## config.mk

```make
export PLATFORM = sky130hd
export DESIGN_NAME = pcc_ctrl
export DESIGN_NICKNAME = d
export VERILOG_FILES = /design/src/sv/pcc_pkg.sv /design/src/sv/pcc_ctrl.sv
export SDC_FILE = /design/constraint.sdc
export NUM_CORES = 1
export LEC_CHECK = 0
export BUFFER_PORTS_ARGS = -buffer_cell sky130_fd_sc_hd__buf_2
export CAP_MARGIN = 5
export CORE_AREA = 2 2 39 41
export DETAILED_ROUTE_END_ITERATION = 7
export DIE_AREA = 0 0 41 43
export HOLD_SLACK_MARGIN = 0.03
export PLACE_DENSITY = 0.55
export SYNTH_ARGS = -nofsm -noshare
export SYNTH_HDL_FRONTEND = slang
export SYNTH_SLANG_ARGS = --single-unit
```

## constraint.sdc

```tcl
create_clock -name clk -period 1.58 [get_ports clk]
set_input_delay 0.158 -clock clk [delete_from_list [all_inputs] [get_ports clk]]
set_output_delay 0.158 -clock clk [all_outputs]
set_load 0.01 [all_outputs]
```

## src/sv/pcc_pkg.sv

```systemverilog
// ----------------------------------------------------------------------------
// pcc_pkg
// Shared widths, mode codes and controller/datapath handshake types for the
// palette color cycling lookup block.
// ----------------------------------------------------------------------------
package pcc_pkg;

    localparam int CNT_W           = 9;
    localparam int CH_W            = 8;
    localparam int RGB_W           = 3 * CH_W;
    localparam int MODE_W          = 3;
    localparam int IDX_IN_W        = 8;
    localparam int DEF_MAX_ENTRIES = 256;
    localparam int DEF_COUNT_BITS  = 32;

    localparam logic [CNT_W-1:0] ENTRY_COUNT_RST = 9'd256;

    localparam logic [MODE_W-1:0] MODE_WRITE   = 3'd0;
    localparam logic [MODE_W-1:0] MODE_LOOKUP  = 3'd1;
    localparam logic [MODE_W-1:0] MODE_INVERT  = 3'd2;
    localparam logic [MODE_W-1:0] MODE_ROT_FWD = 3'd3;
    localparam logic [MODE_W-1:0] MODE_ROT_BWD = 3'd4;

    typedef struct packed {
        logic load_item;
        logic div_start;
        logic div_sel_count;
        logic red_load;
        logic exec;
        logic idx_load;
        logic mem_rd;
        logic out_load;
    } pcc_cmd_t;

    typedef struct packed {
        logic              dirty;
        logic [MODE_W-1:0] mode;
        logic              no_div;
        logic              div_done;
        logic              out_busy;
    } pcc_stat_t;

endpackage

```

## src/sv/pcc_ctrl.sv

```systemverilog
// ----------------------------------------------------------------------------
// pcc_ctrl
// Sequencer: accepts one item, reduces the offset after a count change,
// dispatches the mode and steps a lookup through divide, read and output.
// ----------------------------------------------------------------------------
module pcc_ctrl (
    input  logic               clk,
    input  logic               rst_n,
    input  logic               in_valid,
    output logic               in_ready,
    input  pcc_pkg::pcc_stat_t stat,
    output pcc_pkg::pcc_cmd_t  cmd
);
    import pcc_pkg::*;

    localparam logic [2:0] S_IDLE   = 3'd0;
    localparam logic [2:0] S_START  = 3'd1;
    localparam logic [2:0] S_RED    = 3'd2;
    localparam logic [2:0] S_DIV    = 3'd3;
    localparam logic [2:0] S_READ   = 3'd4;
    localparam logic [2:0] S_RESULT = 3'd5;

    logic [2:0] state_reg;
    logic [2:0] state_next;

    always_comb
    begin
        cmd        = '0;
        state_next = state_reg;
        unique case (state_reg)
            S_IDLE:
            begin
                if (in_valid)
                begin
                    cmd.load_item = 1'b1;
                    state_next    = S_START;
                end
            end
            S_START:
            begin
                if (stat.dirty)
                begin
                    // count changed since last item, refresh reduced offset
                    cmd.div_start = 1'b1;
                    state_next    = S_RED;
                end
                else if (stat.mode == MODE_LOOKUP)
                begin
                    if (stat.no_div)
                    begin
                        cmd.idx_load = 1'b1;
                        state_next   = S_READ;
                    end
                    else
                    begin
                        cmd.div_start     = 1'b1;
                        cmd.div_sel_count = 1'b1;
                        state_next        = S_DIV;
                    end
                end
                else
                begin
                    cmd.exec   = 1'b1;
                    state_next = S_IDLE;
                end
            end
            S_RED:
            begin
                if (stat.div_done)
                begin
                    cmd.red_load = 1'b1;
                    state_next   = S_START;
                end
            end
            S_DIV:
            begin
                if (stat.div_done)
                begin
                    cmd.idx_load = 1'b1;
                    state_next   = S_READ;
                end
            end
            S_READ:
            begin
                cmd.mem_rd = 1'b1;
                state_next = S_RESULT;
            end
            S_RESULT:
            begin
                if (!stat.out_busy)
                begin
                    cmd.out_load = 1'b1;
                    state_next   = S_IDLE;
                end
            end
            default:
            begin
                state_next = S_IDLE;
            end
        endcase
    end

    always_ff @(posedge clk or negedge rst_n)
    begin
        if (!rst_n)
        begin
            state_reg <= S_IDLE;
        end
        else
        begin
            state_reg <= state_next;
        end
    end

    assign in_ready = (state_reg == S_IDLE);

endmodule

```

==> flow_summary.toml <==
[yosys]
synth_mux_area_frac = 0
synth_edf_count = 0
synth_cells = 39
yosys_register_bits = 3
netlist_top_cells_area = "dfrtp_1 23%, nor4b_4 7.2%, buf_4 6.8%"
synth_area_sq_um = 332
synth_top_area_cell = "dfrtp_1"
syn-num-nets = 49
ys_types = 25
synth_top_family_by_area = "simple AND/OR/NAND/NOR gates"
yosys.area_share.simple = 0.494
ys_warn_count = 0
yosysSeqAreaShare = 0.226
synth_top_area_frac = 0.226
synth-compound-area-share = 0.166
synthAdderAreaFrac = 0
synth_ff_type = "dfrtp_1"
synth_xor_area_frac = 0
synthArstFlopShare = 1.00
syn_avg_cell_area_sq_um = 8.50

[placement]
portBuffers = 18
dp_hpwl_um = 634
dp.cells = 70
finalWeightedCongestion = 0.684

[sta]
tightest_slew_ps = 386
final_max_slew_viol_count = 0
rsz0062_at_grt = "yes"
max_freq_mhz = 647
hold_viol = 0
fin_crit_ps = 1550
min_period_over_period = 0.978
clock_skew_ps = 2.07
slew_headroom = 0.742
whs_ps = 225
setup_viol = 0

[critical_path]
critical_path.max_stage_delay_ps = 420
startpoint_type = "flip-flop"
slowest_stage = "dfrtp_2"
critPathTopFamily = "simple AND/OR/NAND/NOR gates"
path_class = "flip-flop to output pin"
arrival_ps = 1390
timing.critical_path.fanout_max = 5
cp_cell_sequence = "nor4b_4 > nand3_1 > o31ai_1 > buf_2"
endpoint_kind = "output pin"
cp.required_ps = 1420
path_buf_inv = 1

[clock_network]
clk_path_buf_depth = 2
clock-sinks = 3
path_clk_slew_ps = 30
cts-htree-levels = 1
cts_tree = "built"
cts_made_buffers = 3
clk_latency_ps = 230
clock-root-buffer = "clkbuf_4"

[floorplan]
io_pins = 19
dieArea_sq_um = 1760
initial_core_util = 0.240
die_w_um = 41
die_h_um = 43
core-area_sq_um = 1380
num_rows = 14

[power]
p_per_area_nw_per_um2 = 1430
pwr-share-clk = 0.192
pwr-share-seq = 0.208
p_int_uw = 407
irDropWorstVdd_mv = 0.360
p_comb_frac = 0.600
switching_share = 0.404
p_switching_uw = 276
cellLeakagePower_uw = 0.000229

[route]
first_pass_iters = 4
vias = 370
via_per_inst = 4.74
drc = 0
antenna_left = 0
routed_wl_um = 881
drt-initial-drc-count = 9
wl_per_cell_um = 11.3

[grt]
grt_max_degree = 12
globalRouteTotalUtil = 0.130
grt.overflow.total = 0
antenna_found_initial = 0
grt_pass1_vias = 392
grt_pass1_wl_um = 1550

[final_layout]
multi_input_area_sq_um = 219
layout.nets = 73
diodes = 0
fillers = 144
area_growth_pct = 43.8
stdcell_count = 78
largest_reg_flops = 3
drive_gt1_frac = 0.516
seqCellArea_sq_um = 77.6

[job]
maxCapViolations = 0

[status]
status = "completed"

[min_path]
hp-class = "primary input to flip-flop"
[layout make-up]
type,instances,share of cell area
Clock buffer,4,0.0551
Multi-Input combinational cell,31,0.459
Timing Repair Buffer,23,0.273
Tap cell,16,0.0420
Sequential cell,3,0.163
Inverter,1,0.00787
[worst reg2reg max path, delay by kind of cell, from the launching register on]
kind | cells | cell delay, ps
buf+inv | 1 | 170
simple gates | 2 | 600
compound gates | 1 | 80
flops | 1 | 420
[cells in the final DEF, fill, tap and decap left out, types with 2 or more instances in the layout]
master / Yosys / routed
buf_2: 0 / 18
buf_4: 3 / 4
nand3_1: 3 / 3
o21ai_0: 3 / 3
clkbuf_4: 0 / 3
and2_1: 2 / 2
nand2_1: 2 / 2
nor3b_1: 2 / 2
nor3_1: 2 / 2
nor2_1: 2 / 2
a21oi_1: 2 / 2
dfrtp_2: 0 / 2
[power by group through the flow]
stage | clock [uW] | combinational [uW] | sequential [uW]
global route | 150 | 462 | 145
finish | 131 | 410 | 142
CTS | 137 | 351 | 164
floorplan | 0 | 308 | 122
global placement | 0 | 316 | 174
detailed placement | 0 | 312 | 179
[worst paths after layout]
| check | to | start | slack, ps | cells after the start |
|---|---|---|---|---|
| setup reg to reg | state_reg[2] | state_reg[1] | 190 | 4 |
| setup / recovery | cmd[2] | state_reg[1] | 30 | 4 |
| min in group asynchronous | state_reg[0] | rst_n | 260 | 2 |
| max in group asynchronous | state_reg[1] | rst_n | 1210 | 2 |
| hold / removal | state_reg[2] | stat[0] | 220 | 3 |
| hold reg to reg | state_reg[0] | state_reg[0] | 670 | 2 |
[Yosys cell counts (2+ instances only)]
cell type  n
dfrtp_1    3
and2_1     2
a21oi_1    2
nor3b_1    2
o21ai_0    3
nand2_1    2
buf_4      3
nor2_1     2
nor3_1     2
nand3_1    3
[metrics by stage]
stage	setup slack [ps]	instance area [sq um]	utilization	TNS [ps]	total power [uW]
floorplan	270	332	-	0	430
global placement	265	415	0.300	0	490
detailed placement	211	415	0.300	0	491
CTS	14.1	462	0.334	0	652
global route	-80.8	477	0.344	-120	757
finish	35.0	477	0.344	0	683
[repair_timing]
item,CTS,global route
pin swaps,1,1
hold endpoints to repair,3,0
hold buffers,1,0
resized for setup,2,0
setup buffers,1,2
setup endpoints to repair,1,4
[logic make-up after synthesis]
kind of cell	after synthesis
buf+inv	5
flops	3
simple gates	22
compound gates	9
[per-layer routing]
layer	wire [um]	part of all wire	GRT usage
met5	0	0	0
met3	42	0.048	0.0157
met4	0	0	0.0800
met2	448	0.51	0.206
met1	390	0.44	0.155
No activity file was read; power rests on OpenSTA's default activity.
